[src/rtl/lpbws_pkg.sv]
// Shared types and constants for the parallel LCD bus write sequencer.
// No dependencies; imported by every module of the block.
package lpbws_pkg;

  // Request codes on the input channel.
  typedef enum logic [1:0] {
    REQ_PIXEL  = 2'd0,
    REQ_WINDOW = 2'd1,
    REQ_CURSOR = 2'd2,
    REQ_ORIENT = 2'd3
  } req_t;

  // Pixel format register codes. Code 3 is unused and behaves as 16bpp.
  typedef enum logic [1:0] {
    FMT_16BPP = 2'd0,
    FMT_18BPP = 2'd1,
    FMT_LATCH = 2'd2,
    FMT_SPARE = 2'd3
  } fmt_t;

  // Kind of one bus cycle.
  typedef enum logic [1:0] {
    KIND_INDEX = 2'd0,
    KIND_DATA  = 2'd1,
    KIND_LATCH = 2'd2
  } kind_t;

  // Classified operation carried from the front to the back.
  typedef enum logic [2:0] {
    OP_PIX16  = 3'd0,
    OP_PIX18  = 3'd1,
    OP_PIXL   = 3'd2,
    OP_WIN    = 3'd3,
    OP_CUR    = 3'd4,
    OP_ORIENT = 3'd5
  } op_t;

  typedef struct packed {
    op_t         op;
    logic [15:0] color;
    logic [15:0] x0;
    logic [15:0] y0;
    logic [15:0] x1;
    logic [15:0] y1;
    logic [7:0]  mode_val;
  } desc_t;

  localparam logic [7:0] REG_WIN_BASE   = 8'h02;
  localparam logic [7:0] IDX_GRAM       = 8'h22;
  localparam logic [7:0] REG_MEM_ACCESS = 8'h16;
  localparam logic [7:0] MODE_LANDSCAPE = 8'h1C;
  localparam logic [7:0] MODE_PORTRAIT  = 8'hBC;

  localparam int FULL_WIDTH_MAX_DEF  = 399;
  localparam int FULL_HEIGHT_MAX_DEF = 239;
  localparam int QUEUE_DEPTH_DEF     = 2;

endpackage

[src/rtl/lcd_parallel_bus_write_sequencer_unit.sv]
// Top level of the parallel LCD bus write sequencer.
// Instantiates lpbws_front, lpbws_queue and lpbws_back; uses lpbws_pkg.
//
//   Channel  Direction  Handshake                   Payload
//   in_      input      in_valid / in_ready         req_type, color, coords, portrait
//   out_     output     out_valid / out_ready       kind, bus_byte, last
//   cfg_     input      cfg_we (no wait)            pixel_format in cfg_wdata
//
// The back end emits one bus cycle per clock into an output register while the
// output is not stalled; a request is a run of bus cycles: a pixel 2 or 3, a
// cursor 9, a window 17 and an orientation change 19.
// Requests are classified on acceptance and queued, so intake continues
// while the output stalls until the queue is full.
// Reset clears the queue, the output stage, orientation and pixel format.
module lcd_parallel_bus_write_sequencer_unit
  import lpbws_pkg::*;
#(
  parameter int FULL_WIDTH_MAX  = FULL_WIDTH_MAX_DEF,
  parameter int FULL_HEIGHT_MAX = FULL_HEIGHT_MAX_DEF,
  parameter int QUEUE_DEPTH     = QUEUE_DEPTH_DEF
) (
  input  logic        clk,
  input  logic        rst_n,
  input  logic        cfg_we,
  input  logic [1:0]  cfg_wdata,
  input  logic        in_valid,
  output logic        in_ready,
  input  logic [1:0]  in_req_type,
  input  logic [15:0] in_color,
  input  logic [15:0] in_x_start,
  input  logic [15:0] in_y_start,
  input  logic [15:0] in_x_end,
  input  logic [15:0] in_y_end,
  input  logic        in_portrait,
  output logic        out_valid,
  input  logic        out_ready,
  output logic [1:0]  out_kind,
  output logic [7:0]  out_bus_byte,
  output logic        out_last
);

  desc_t new_desc;
  desc_t head;
  logic  q_full;
  logic  head_valid;
  logic  pop;
  logic  accept;

  assign in_ready = !q_full;
  assign accept   = in_valid && !q_full;

  lpbws_front #(
    .FULL_WIDTH_MAX (FULL_WIDTH_MAX),
    .FULL_HEIGHT_MAX(FULL_HEIGHT_MAX)
  ) u_front (
    .clk      (clk),
    .rst_n    (rst_n),
    .cfg_we   (cfg_we),
    .cfg_wdata(cfg_wdata),
    .accept   (accept),
    .req_type (in_req_type),
    .color    (in_color),
    .x_start  (in_x_start),
    .y_start  (in_y_start),
    .x_end    (in_x_end),
    .y_end    (in_y_end),
    .portrait (in_portrait),
    .desc     (new_desc)
  );

  lpbws_queue #(
    .DEPTH(QUEUE_DEPTH)
  ) u_queue (
    .clk       (clk),
    .rst_n     (rst_n),
    .push      (accept),
    .push_desc (new_desc),
    .full      (q_full),
    .pop       (pop),
    .head_valid(head_valid),
    .head      (head)
  );

  lpbws_back u_back (
    .clk         (clk),
    .rst_n       (rst_n),
    .head_valid  (head_valid),
    .head        (head),
    .pop         (pop),
    .out_valid   (out_valid),
    .out_ready   (out_ready),
    .out_kind    (out_kind),
    .out_bus_byte(out_bus_byte),
    .out_last    (out_last)
  );

endmodule

[src/rtl/lpbws_front.sv]
// Front end: accepts requests, holds the pixel format and orientation,
// and turns each request into a descriptor for the queue. Uses lpbws_pkg.
module lpbws_front
  import lpbws_pkg::*;
#(
  parameter int FULL_WIDTH_MAX  = FULL_WIDTH_MAX_DEF,
  parameter int FULL_HEIGHT_MAX = FULL_HEIGHT_MAX_DEF
) (
  input  logic        clk,
  input  logic        rst_n,
  input  logic        cfg_we,
  input  logic [1:0]  cfg_wdata,
  input  logic        accept,
  input  logic [1:0]  req_type,
  input  logic [15:0] color,
  input  logic [15:0] x_start,
  input  logic [15:0] y_start,
  input  logic [15:0] x_end,
  input  logic [15:0] y_end,
  input  logic        portrait,
  output desc_t       desc
);

  fmt_t fmt_r;
  logic orient_r;

  localparam logic [15:0] FullW = 16'(FULL_WIDTH_MAX);
  localparam logic [15:0] FullH = 16'(FULL_HEIGHT_MAX);

  always_ff @(posedge clk) begin
    if (!rst_n) begin
      fmt_r    <= FMT_16BPP;
      orient_r <= 1'b0;
    end else begin
      if (cfg_we) begin
        fmt_r <= fmt_t'(cfg_wdata);
      end
      if (accept && (req_t'(req_type) == REQ_ORIENT)) begin
        orient_r <= portrait;
      end
    end
  end

  always_comb begin
    desc          = '0;
    desc.color    = color;
    desc.mode_val = portrait ? MODE_PORTRAIT : MODE_LANDSCAPE;
    case (req_t'(req_type))
      REQ_PIXEL: begin
        case (fmt_r)
          FMT_18BPP: desc.op = OP_PIX18;
          FMT_LATCH: desc.op = OP_PIXL;
          default:   desc.op = OP_PIX16;
        endcase
      end
      REQ_WINDOW: begin
        desc.op = OP_WIN;
        if (orient_r) begin
          desc.x0 = y_start;
          desc.y0 = x_start;
          desc.x1 = y_end;
          desc.y1 = x_end;
        end else begin
          desc.x0 = x_start;
          desc.y0 = y_start;
          desc.x1 = x_end;
          desc.y1 = y_end;
        end
      end
      REQ_CURSOR: begin
        desc.op = OP_CUR;
        desc.x0 = x_start;
        desc.y0 = y_start;
      end
      default: begin
        // The full-screen window uses the orientation being set.
        desc.op = OP_ORIENT;
        desc.x0 = 16'd0;
        desc.y0 = 16'd0;
        desc.x1 = portrait ? FullH : FullW;
        desc.y1 = portrait ? FullW : FullH;
      end
    endcase
  end

endmodule

[src/rtl/lpbws_queue.sv]
// Short descriptor queue between the front and the back.
// Uses the desc_t type from lpbws_pkg.
module lpbws_queue
  import lpbws_pkg::*;
#(
  parameter int DEPTH = QUEUE_DEPTH_DEF
) (
  input  logic  clk,
  input  logic  rst_n,
  input  logic  push,
  input  desc_t push_desc,
  output logic  full,
  input  logic  pop,
  output logic  head_valid,
  output desc_t head
);

  localparam int PW = $clog2(DEPTH);
  localparam int CW = $clog2(DEPTH + 1);
  localparam logic [PW-1:0] LastPtr = PW'(DEPTH - 1);
  localparam logic [CW-1:0] FullCnt = CW'(DEPTH);

  desc_t           slots_r [DEPTH];
  logic [PW-1:0]   wr_ptr_r, rd_ptr_r;
  logic [CW-1:0]   count_r, count_nxt;

  assign full       = (count_r == FullCnt);
  assign head_valid = (count_r != '0);
  assign head       = slots_r[rd_ptr_r];

  always_comb begin
    count_nxt = count_r;
    if (push && !pop) begin
      count_nxt = count_r + CW'(1);
    end else if (pop && !push) begin
      count_nxt = count_r - CW'(1);
    end
  end

  always_ff @(posedge clk) begin
    if (!rst_n) begin
      wr_ptr_r <= '0;
      rd_ptr_r <= '0;
      count_r  <= '0;
    end else begin
      count_r <= count_nxt;
      if (push) begin
        wr_ptr_r <= (wr_ptr_r == LastPtr) ? '0 : wr_ptr_r + PW'(1);
      end
      if (pop) begin
        rd_ptr_r <= (rd_ptr_r == LastPtr) ? '0 : rd_ptr_r + PW'(1);
      end
    end
  end

  always_ff @(posedge clk) begin
    if (push) begin
      slots_r[wr_ptr_r] <= push_desc;
    end
  end

  a_no_overflow: assert property (@(posedge clk) disable iff (!rst_n)
    count_r <= FullCnt)
    else $error("queue count above depth");

  a_pop_only_when_valid: assert property (@(posedge clk) disable iff (!rst_n)
    pop |-> head_valid)
    else $error("queue popped while empty");

endmodule

[src/rtl/lpbws_back.sv]
// Back end: walks the head descriptor one bus cycle per clock into a registered
// output stage, while that stage is not stalled. Uses lpbws_pkg.
module lpbws_back
  import lpbws_pkg::*;
(
  input  logic       clk,
  input  logic       rst_n,
  input  logic       head_valid,
  input  desc_t      head,
  output logic       pop,
  output logic       out_valid,
  input  logic       out_ready,
  output logic [1:0] out_kind,
  output logic [7:0] out_bus_byte,
  output logic       out_last
);

  logic [4:0] step_r, step_nxt;
  logic [4:0] last_step;
  logic [4:0] w;
  logic [2:0] pair;
  logic [7:0] coord_byte;
  logic       is_last;
  logic       fire;
  kind_t      kind_c;
  logic [7:0] byte_c;

  logic       out_valid_r;
  kind_t      out_kind_r;
  logic [7:0] out_byte_r;
  logic       out_last_r;

  always_comb begin
    case (head.op)
      OP_PIX16:  last_step = 5'd1;
      OP_PIXL:   last_step = 5'd1;
      OP_PIX18:  last_step = 5'd2;
      OP_WIN:    last_step = 5'd16;
      OP_CUR:    last_step = 5'd8;
      OP_ORIENT: last_step = 5'd18;
      default:   last_step = 5'd1;
    endcase
  end

  assign is_last = (step_r == last_step);
  assign fire    = head_valid && (!out_valid_r || out_ready);
  assign pop     = fire && is_last;

  // Window-like runs: an orientation change leads with a memory-access index and data.
  always_comb begin
    w    = (head.op == OP_ORIENT) ? step_r - 5'd2 : step_r;
    // A cursor run uses register pairs 0, 1, 4 and 5 of the window run.
    pair = (head.op == OP_CUR) ? {w[2], 1'b0, w[1]} : w[3:1];
    case (pair)
      3'd0:    coord_byte = head.y0[15:8];
      3'd1:    coord_byte = head.y0[7:0];
      3'd2:    coord_byte = head.y1[15:8];
      3'd3:    coord_byte = head.y1[7:0];
      3'd4:    coord_byte = head.x0[15:8];
      3'd5:    coord_byte = head.x0[7:0];
      3'd6:    coord_byte = head.x1[15:8];
      default: coord_byte = head.x1[7:0];
    endcase
  end

  always_comb begin
    kind_c = KIND_DATA;
    byte_c = '0;
    case (head.op)
      OP_PIX16: begin
        byte_c = (step_r == 5'd0) ? head.color[15:8] : head.color[7:0];
      end
      OP_PIXL: begin
        if (step_r == 5'd0) begin
          kind_c = KIND_LATCH;
          byte_c = head.color[15:8];
        end else begin
          byte_c = head.color[7:0];
        end
      end
      OP_PIX18: begin
        case (step_r[1:0])
          2'd0:    byte_c = {head.color[15:11], 3'b000};
          2'd1:    byte_c = {head.color[10:5], 2'b00};
          default: byte_c = {head.color[4:0], 3'b000};
        endcase
      end
      default: begin
        if ((head.op == OP_ORIENT) && (step_r == 5'd0)) begin
          kind_c = KIND_INDEX;
          byte_c = REG_MEM_ACCESS;
        end else if ((head.op == OP_ORIENT) && (step_r == 5'd1)) begin
          byte_c = head.mode_val;
        end else if (is_last) begin
          kind_c = KIND_INDEX;
          byte_c = IDX_GRAM;
        end else if (!w[0]) begin
          kind_c = KIND_INDEX;
          byte_c = REG_WIN_BASE + {5'd0, pair};
        end else begin
          byte_c = coord_byte;
        end
      end
    endcase
  end

  always_comb begin
    step_nxt = step_r;
    if (fire) begin
      step_nxt = is_last ? 5'd0 : step_r + 5'd1;
    end
  end

  always_ff @(posedge clk) begin
    if (!rst_n) begin
      step_r      <= '0;
      out_valid_r <= 1'b0;
    end else begin
      step_r <= step_nxt;
      if (fire) begin
        out_valid_r <= 1'b1;
      end else if (out_ready) begin
        out_valid_r <= 1'b0;
      end
    end
  end

  always_ff @(posedge clk) begin
    if (fire) begin
      out_kind_r <= kind_c;
      out_byte_r <= byte_c;
      out_last_r <= is_last;
    end
  end

  assign out_valid    = out_valid_r;
  assign out_kind     = out_kind_r;
  assign out_bus_byte = out_byte_r;
  assign out_last     = out_last_r;

  a_step_in_range: assert property (@(posedge clk) disable iff (!rst_n)
    head_valid |-> (step_r <= last_step))
    else $error("step counter beyond end of run");

  a_idle_step_zero: assert property (@(posedge clk) disable iff (!rst_n)
    !head_valid |-> (step_r == 5'd0))
    else $error("step counter not at start with queue empty");

endmodule

[config.mk]
export PLATFORM = sky130hd
export DESIGN_NAME = lcd_parallel_bus_write_sequencer_unit
export DESIGN_NICKNAME = d
export VERILOG_FILES = /design/src/rtl/lpbws_pkg.sv /design/src/rtl/lcd_parallel_bus_write_sequencer_unit.sv /design/src/rtl/lpbws_front.sv /design/src/rtl/lpbws_queue.sv /design/src/rtl/lpbws_back.sv
export SDC_FILE = /design/constraint.sdc
export NUM_CORES = 1
export LEC_CHECK = 0
export BUFFER_PORTS_ARGS = -buffer_cell sky130_fd_sc_hd__clkbuf_2
export CAP_MARGIN = 20
export CORE_MARGIN = 2
export CORE_UTILIZATION = 35
export CTS_CLUSTER_DIAMETER = 30
export CTS_CLUSTER_SIZE = 40
export DETAILED_ROUTE_END_ITERATION = 8
export GPL_TIMING_DRIVEN = 1
export PLACE_DENSITY = 0.56
export SYNTH_ARGS = -nofsm -noshare
export SYNTH_HDL_FRONTEND = slang
export SYNTH_SLANG_ARGS = --single-unit
export TNS_END_PERCENT = 100
[constraint.sdc]
create_clock -name clk -period 5 [get_ports clk]
set_input_delay 1 -clock clk [delete_from_list [all_inputs] [get_ports clk]]
set_output_delay 1 -clock clk [all_outputs]
set_load 0.02 [all_outputs]
Word-level counts from Yosys, hierarchy flattened

Memories as Yosys holds them, arrays and structs flattened. A register that Yosys moved wholly into a read port is not among the register bits.
Index checks and enable logic that the tools add are counted.

Register bits: 24
RAM bits: 182
Bits of input ports: 90
Word-level logic and storage cells: 98
Memories: 1

Add/sub/neg operators: 7
Eq/ne operators: 20
Mux-type cells: 36
Reduce and logical (&&, ||, !) cells: 24

Memory list:

| memory          | words | width | read ports | clocked after memory_dff | write ports | line              | RTL |
|---|---|---|---|---|---|---|---|
| u_queue.slots_r | 2     | 91    | 1          | 1                        | 1           | lpbws_queue.sv:23 | `desc_t slots_r [DEPTH];` |

Operator list:

| cell                                           | count |
|---|---|
| one-hot mux 32 bit (2 select lines)            | 2 |
| 2-to-1 mux 64 bit                              | 1 |
| one-hot mux 8 bit (7 select lines)             | 1 |
| 2-to-1 mux 8 bit                               | 6 |
| one-hot mux 8 bit (2 select lines)             | 2 |
| one-hot mux 5 bit (4 select lines)             | 1 |
| 2-to-1 mux 9 bit                               | 2 |
| == test 3 bit (second input constant)          | 5 |
| == test 3 x 2 -> 1 bit (second input constant) | 4 |
| 2-to-1 mux 2 bit                               | 6 |
| 2-to-1 mux 1 bit                               | 9 |
| one-hot mux 3 bit (3 select lines)             | 1 |
| == test 2 bit (second input constant)          | 4 |
| logical AND 1 bit                              | 8 |
| one-hot mux 2 bit (2 select lines)             | 2 |
| == test 2 x 1 -> 1 bit (second input constant) | 3 |
| == test 3 x 1 -> 1 bit (second input constant) | 2 |
| zero test 3 bit                                | 2 |
| nonzero test 2 bit                             | 3 |
| OR reduction 2 bit                             | 3 |
| adder 5 x 1 -> 5 bit (second input constant)   | 1 |
| == test 5 x 1 -> 1 bit (second input constant) | 1 |
| == test 5 bit                                  | 1 |
| zero test 5 bit                                | 1 |
| 11 further kinds                               | 16 |

Logic depth before layout (Yosys ltp)

Gate-level depths: netlist of the first run.

Depth in word-level cells: 10
Gate-level depth with buffers: 12
Mapped depth without buffers: 9

By module

A second synthesis of the first run with hierarchy kept.

Cells, all modules: 813
Area total of the unflattened synthesis: 10,657.7 µm²

By module, submodules not included:

| module                                | times used | cells an instance | area an instance (µm²) | sequential area each (µm²) |
|---|---|---|---|---|
| lpbws_queue                           | 1          | 305               | 6,820.3                | 5,565.3 |
| lpbws_back                            | 1          | 266               | 2,158.3                | 450.4 |
| lpbws_front                           | 1          | 240               | 1,669.1                | 60.1 |
| lcd_parallel_bus_write_sequencer_unit | 1          | 2                 | 10.0                   | 0.0 |

Worst setup path after synthesis of the first run

No wires, ideal clock.

Kind: input-to-reg
From: input in_valid
To: memory u_queue.slots_r[0][10] in the netlist's numbering (enable)
Library setup time: 0.528 ns
Arrival time: 4.607 ns
Path slack: -0.135 ns
Stages on the path: 2
Cell sequence: nand2_1 nor2_1

Cells in the longest elaborated chain, start to end: 3

Ends and longest elaborated chain:

| element                                | line                                        | RTL |
|---|---|---|
| start, declared                        | lcd_parallel_bus_write_sequencer_unit.sv:26 | `input logic in_valid,` |
| logical AND 1 bit                      | lcd_parallel_bus_write_sequencer_unit.sv:50 | `assign accept = in_valid && !q_full;` |
| 2-to-1 mux 1 bit                       | lpbws_queue.sv:57                           | `if (push) begin` |
| 2-to-1 mux 1 bit (not written as such) | lpbws_queue.sv:58                           | `slots_r[wr_ptr_r] <= push_desc;` |
| end, declared                          | lpbws_queue.sv:23                           |  |

No other way between the ends.

Worst setup path after layout of the first run

From: register u_back.step_r[1]
To: register u_back.out_byte_r[3], in the netlist u_back.out_bus_byte[3], data pin

Cells in the longest elaborated chain, start to end: 10
Elaborated cells on any way between the ends: 26
Those cells by class: add/sub (2); eq/ne (9); mux (10); reduce/logical (5)

Ends and longest elaborated chain:

| element                                     | line              | RTL |
|---|---|---|
| start, declared                             | lpbws_back.sv:18  | `logic [4:0] step_r, step_nxt;` |
| start signal, assigned                      | lpbws_back.sv:119 | `step_r <= step_nxt;` |
| subtractor 4 x 2 -> 4 bit                   | lpbws_back.sv:51  | `w = (head.op == OP_ORIENT) ? step_r - 5'd2 : step_r;` |
| 2-to-1 mux 4 bit                            | lpbws_back.sv:51  |  |
| 2-to-1 mux 3 bit                            | lpbws_back.sv:53  | `pair = (head.op == OP_CUR) ? {w[2], 1'b0, w[1]} : w[3:1];` |
| == test 3 bit, or another cell as far along | lpbws_back.sv:54  | `case (pair)` |
| one-hot mux 8 bit (7 select lines)          | lpbws_back.sv:54  |  |
| 2-to-1 mux 8 bit                            | lpbws_back.sv:97  | `end else if (!w[0]) begin` |
| 2-to-1 mux 8 bit                            | lpbws_back.sv:94  | `end else if (is_last) begin` |
| 2-to-1 mux 8 bit                            | lpbws_back.sv:92  | `end else if ((head.op == OP_ORIENT) && (step_r == 5'd1)) begin` |
| 2-to-1 mux 8 bit                            | lpbws_back.sv:89  | `if ((head.op == OP_ORIENT) && (step_r == 5'd0)) begin` |
| one-hot mux 8 bit (2 select lines) *        | lpbws_back.sv:69  | `case (head.op)` |
| via u_back.byte_c[3]                        | lpbws_back.sv:26  | `logic [7:0] byte_c;` |
| end signal, assigned                        | lpbws_back.sv:131 | `out_byte_r <= byte_c;` |
| end, declared                               | lpbws_back.sv:30  | `logic [7:0] out_byte_r;` |

The timed path passes the listed nets; every way through them passes the cells marked *.
A chain may end at the register's enable or synchronous reset.

==> run metrics, run 1 <==
post-cts repair resize count 0; EDFF count, synth approximately 180; Syn Inst Count 713; clock root buffer clkbuf_16; area leader, netlist edfxtp_1; Bufs on Longest Clock Path 2; power per cell area between 400 and 500 nW/um^2; top cell type's share of synthesized area 56.7%; CP Launch Type flip-flop; area of the die 28,400 um^2; Synth Register Bits approximately 190; Syn Area/Cell about 13 um^2; global-route wire length before repair between 30,000 and 40,000 um; Fillers between 2,000 and 2,500; synthesized area between 9000 and 10,000 um^2; CTS tree done; Seq/Total Area, Yosys between 50 and 60%; Post-synth top cells 179 x edfxtp_1, 70 x mux2i_1, 41 x nor2b_1; chip height roughly 170 um; Hold Crit Class flip-flop to flip-flop; fraction of registers with async set/reset 0%; port bufs just over 100; MaxCap Viol Count 0; Least-Margin Pin Slew 0.918 ns; Syn Nets between 800 and 900; via/cell ratio about 5.3; Layout Area Growth over Synthesis 15.5%; core area roughly 27,000 um^2; Worst Slack Setup Final around 1.2 ns; ratio of cells with drive above 1 in the final layout between 20% and 30%; global placement routability congestion 0.903; Yosys warning count 0; Critical Path AT 4.01 ns; top cells by area, synth edfxtp_1 57%, mux2i_1 7.4%, mux2_2 4.6%, dfxtp_1 3.0%, a22oi_1 2.9%; R2R depth 9; ant diodes 0; maximum clock rate between 200 and 300 MHz; crit path time final approximately 3.8 ns; CTS H-tree lvls 4; Primary FF master, synth edfxtp_1; routed vias 6,138; Peak supply drop ~0.28 mV; crit-path max FO 15; largest net degree at the start of global routing 58; vias in the first global route between 5,000 and 6,000; worst hold stages 2; GRT Residual Overflow 0; Die Wd around 170 um; Fin. Hold Viols 0; top-count cell post-synth edfxtp_1; post-CTS setup buffer count 0; Overall Power approximately 5000 uW; Setup CP Type flip-flop to flip-flop; router iterations before antenna repair 5; total CTS buffers 17; All-Layer GR Usage 15.8%; DRC viols 0; Final Cycle Share between 70% and 80%; setup slack at placement 1.26 ns; status completed; final net count around 900; Worst-path clk slew 0.07 ns; Final setup viols 0; clk sink count 193; DRT antenna net count 0; Setup Skew ~0.016 ns; Final HPWL DP approximately 16,000 um; Initial Util between 30% and 40%; worst relative slew slack roughly 39%; Hold-fix buffers, CTS 0; Setup TNS 0 ns; Clock Latency Late Sink roughly 0.44 ns; I/O pins 103; final slew viol count 0; std cell rows 60; Netlist cell types around 70; P_leak between 0.003 and 0.004 uW; WL/cell 19.2 um; initial antenna violation count 0; Worst Setup End Kind flip-flop; Worst EP required a little over 5 ns; final wirelength 22,200 um; RSZ-0062 raised after global routing no; starting DRC count in detailed routing around 490
[state kept, by name, summed over array words and instances, names as in the netlist, named ones only]
| signal | flops |
|---|---|
| u_front.orient_r | 1 |
| u_queue.count_r | 2 |
| u_back.out_valid | 1 |
| u_queue.slots_r | 168 |
| u_back.out_last | 1 |
| u_back.out_kind | 2 |
| u_queue.wr_ptr_r | 1 |
| u_back.step_r | 5 |
| u_back.out_bus_byte | 8 |
| u_queue.rd_ptr_r | 1 |
| u_front.fmt_r | 2 |
[report_power, final]
part | switching [uW] | internal [uW]
Sequential | 136 | 2080
Clock | 652 | 715
Combinational | 892 | 558
[cells by family (layout without fill, tap and decap cells)]
| kind of cell | after synthesis | after routing | synth area share (%) |
|---|---|---|---|
| flops | 193 | 193 | 59.7 |
| simple gates | 173 | 173 | 9.74 |
| mux | 117 | 117 | 14.0 |
| buf+inv | 52 | 155 | 2.32 |
| compound gates | 159 | 159 | 11.9 |
| xor+xnor | 8 | 8 | 0.937 |
| fa+ha+maj | 11 | 11 | 1.45 |
[layer usage]
layer / up-vias / routed length (um) / share of wire (%) / track usage, %
met2: 155 / 10800 / 49 / 25.9
met1: 2990 / 9980 / 45 / 20.9
li1: 2964 / - / - / -
met3: 29 / 947 / 4.3 / 3.32
met5: - / 0 / 0 / 0
met4: 0 / 442 / 2.0 / 5.25
[critical path, cell delays in order (launching register included)]
cell and delay, ns:
dfxtp_1 0.61, clkinv_1 0.64, ha_1 0.52, inv_1 0.09, or4_1 0.13, and2_1 0.37
mux4_1 0.37, and2_1 0.18, nor4_1 0.50, o211ai_1 0.16
[cell usage in the layout (no fill, tap or decap), types with 5 or more instances in the layout]
| cell type | count |
|---|---|
| nand2_1 | 39 |
| nor2_1 | 31 |
| ha_1 | 11 |
| xnor2_1 | 5 |
| inv_1 | 11 |
| a31oi_1 | 8 |
| a22oi_1 | 37 |
| and2_1 | 9 |
| a221oi_1 | 6 |
| buf_4 | 7 |
| nor2b_1 | 41 |
| a211oi_1 | 6 |
| mux2i_1 | 70 |
| o22ai_1 | 6 |
| nand3_1 | 6 |
| clkbuf_2 | 102 |
| nor3_1 | 13 |
| clkbuf_16 | 17 |
| o21ai_0 | 27 |
| a21o_1 | 14 |
| edfxtp_1 | 179 |
| dfxtp_1 | 12 |
| a21oi_1 | 12 |
| mux2_2 | 39 |
[cell type report]
class | count | area (um^2) | area share, %
flip-flops and latches | 193 | 5660 | 51.7
multi-input cells | 468 | 3620 | 33.0
clock buffers | 18 | 429 | 3.92
inverters | 12 | 45.0 | 0.411
clock inverters | 14 | 165 | 1.51
well taps | 341 | 427 | 3.90
repair buffers | 111 | 611 | 5.57
[through the flow]
step	instance area [um^2]	util (%)	cells	hold slack, ns
2_1_floorplan	9480	-	713	0.473
3_3_place_gp	10300	38.4	1122	0.527
3_5_place_dp	10300	38.6	1124	0.531
4_1_cts	10900	40.8	1156	0.543
5_1_grt	11000	40.9	1157	0.589
6_report	11000	40.9	1157	0.539
[final timing paths]
kind | from | to | slack [ns]
setup / recovery | u_back.step_r[1]$_SDFFE_PN0P_ | u_back.out_bus_byte[3]$_DFFE_PP_ | 1.16
hold / removal | u_queue.count_r[1]$_SDFFE_PN0P_ | u_queue.count_r[1]$_SDFFE_PN0P_ | 0.54
setup reg to reg | u_back.step_r[1]$_SDFFE_PN0P_ | u_back.out_bus_byte[3]$_DFFE_PP_ | 1.16
hold reg to reg | u_queue.count_r[1]$_SDFFE_PN0P_ | u_queue.count_r[1]$_SDFFE_PN0P_ | 0.54
Power figures use the tool's default switching activity.
==> run 2, diff against run 1 <==
--- a/config.mk
+++ b/config.mk
@@ -13,7 +13,7 @@
 export CTS_CLUSTER_SIZE = 40
 export DETAILED_ROUTE_END_ITERATION = 8
 export GPL_TIMING_DRIVEN = 1
-export PLACE_DENSITY = 0.56
+export PLACE_DENSITY = 0.54
 export SYNTH_ARGS = -nofsm -noshare
 export SYNTH_HDL_FRONTEND = slang
 export SYNTH_SLANG_ARGS = --single-unit
==> constraint.sdc (replaced) <==
create_clock -name clk -period 3.6 [get_ports clk]
set_input_delay 0.72 -clock clk [delete_from_list [all_inputs] [get_ports clk]]
set_output_delay 0.72 -clock clk [all_outputs]
set_load 0.02 [all_outputs]
==> run 2 against run 1 <==
  * Sequential power up 36%
  * Critical path type unchanged
  * Core utilization up 0.28 points
  * Largest cell class unchanged
  * Non-clock buffer count up 13
  * Cell area up 0.70%
  * Worst setup slack worse by 0.79 ns
  * Critical path depth unchanged
  * Sequential cell count unchanged
  * Highest routed layer unchanged
  * Clock-buffer cell count up 1
  * Hold slack worse by 0.064 ns
==> run metrics, run 2 (synthesis results as in run 1) <==
WL/cell slightly below 20 um; CP Launch Type flip-flop; post-cts repair resize count 0; Least-Margin Pin Slew 0.921 ns; DRC viols 0; GRT Residual Overflow 0; Initial Util 35.4%; All-Layer GR Usage between 15 and 20%; chip height approximately 170 um; I/O pins approximately 100; post-CTS setup buffer count 0; largest net degree at the start of global routing 66; status completed; Setup TNS 0 ns; MaxCap Viol Count 0; clock root buffer clkbuf_16; global placement routability congestion around 0.86; max reg flops about 170; FF/Latch Area about 5700 um^2; area of the die around 28,000 um^2; Worst EP required ~3.8 ns; maximum clock rate between 300 and 400 MHz; Final Cycle Share between 80 and 90%; Setup CP Type flip-flop to flip-flop; DRT antenna net count 0; crit path time final approximately 3.2 ns; RSZ-0062 raised after global routing no; ratio of cells with drive above 1 in the final layout about 25%; CTS H-tree lvls 4; final wirelength around 23,000 um; CTS tree done; routed vias roughly 6,300; std cell rows 60; ant diodes 0; port bufs ~100; Worst-path clk slew ~0.07 ns; most frequent cells in the layout 179 x edfxtp_1, 102 x clkbuf_2, 70 x mux2i_1; via/cell ratio around 5.4; Final HPWL DP around 17,000 um; Hold-fix buffers, CTS 0; clk sink count 193; Reg with most FFs u_queue.slots_r; Fillers 2,510; commonest non-fill, non-tap cell in the layout edfxtp_1; Peak supply drop 0.353 mV; Worst Setup End Kind flip-flop; Hold Crit Class primary input to flip-flop; final slew viol count 0; crit-path max FO 10; Clock Latency Late Sink about 0.44 ns; multi-input logic area 3620 um^2; total CTS buffers 17; vias in the first global route between 6,000 and 7,000; worst relative slew slack between 30% and 40%; Fin. Hold Viols 0; core area between 20,000 and 30,000 um^2; Bufs on Longest Clock Path 2; starting DRC count in detailed routing about 550; power per cell area between 600 and 700 nW/um^2; Layout Area Growth over Synthesis 16.4%; Final setup viols 0; initial antenna violation count 0; P_leak roughly 0.0040 uW; Min Hold Slack between 0.4 and 0.5 ns; Die Wd approximately 170 um; router iterations before antenna repair 5; Setup Skew ~0.012 ns; Critical Path AT around 3.4 ns; final net count roughly 920; global-route wire length before repair about 35,000 um
-- run 2: cell types whose count changed in the layout (fill, tap and decap cells not counted), sizes merged --
cell | previous run | this run
inv | 19 | 14
buf | 9 | 22
bufinv | 1 | 2
clkbuf | 120 | 121
clkinv | 3 | 6
clkinvlp | 3 | 2
-- run 2: area by class of cell --
type | instances | area share [%]
Clock buffer | 19 | 3.93
Multi-Input combinational cell | 468 | 32.8
Tap cell | 341 | 3.87
Clock inverter | 12 | 1.23
Timing Repair Buffer | 124 | 6.47
Sequential cell | 193 | 51.3
Inverter | 12 | 0.408
-- run 2: layer usage --
| layer | routed length (um) | global-route usage (%) |
|---|---|---|
| met5 | 0 | 0 |
| met1 | 10300 | 22.2 |
| met3 | 1160 | 3.69 |
| met4 | 285 | 4.42 |
| met2 | 11300 | 27.2 |
-- run 2: critical path: stages, from the launching register on --
cell and delay, ns:
dfxtp_1 0.56, inv_1 0.14, ha_1 0.36, and3b_1 0.18, o21ai_0 0.15, a21oi_1 0.11
a31oi_1 0.52, a2111oi_0 0.20, nor4_1 0.54, o211ai_1 0.18
-- run 2: stage by stage --
step	worst slack (ns)	total power [uW]	instance area (um^2)	utilization, %	std cells
floorplan	0.169	4510	9480	-	713
global placement	0.487	5230	10500	39.0	1138
detailed placement	0.428	5240	10500	39.0	1138
CTS	0.412	7110	11000	41.2	1169
global route	0.193	7410	11000	41.2	1169
finish	0.377	7040	11000	41.2	1169
-- run 2: power breakdown --
| group | total (uW) | switching, uW | internal, uW |
|---|---|---|---|
| sequential | 3030 | 143 | 2890 |
| combinational | 2150 | 1320 | 830 |
| clock | 1860 | 831 | 1030 |
| total | 7040 | 2290 | 4750 |
-- run 2: final timing paths --
kind	endpoint	cells past startpoint	slack (ns)	from
setup reg to reg	u_back.out_bus_byte[3]$_DFFE_PP_	9	0.38	u_back.step_r[2]$_SDFFE_PN0P_
hold reg to reg	u_queue.count_r[1]$_SDFFE_PN0P_	2	0.54	u_queue.count_r[1]$_SDFFE_PN0P_
hold / removal	u_queue.slots_r[1][75]$_DFFE_PP_	1	0.48	in_color[3]
setup / recovery	u_back.out_bus_byte[3]$_DFFE_PP_	9	0.38	u_back.step_r[2]$_SDFFE_PN0P_
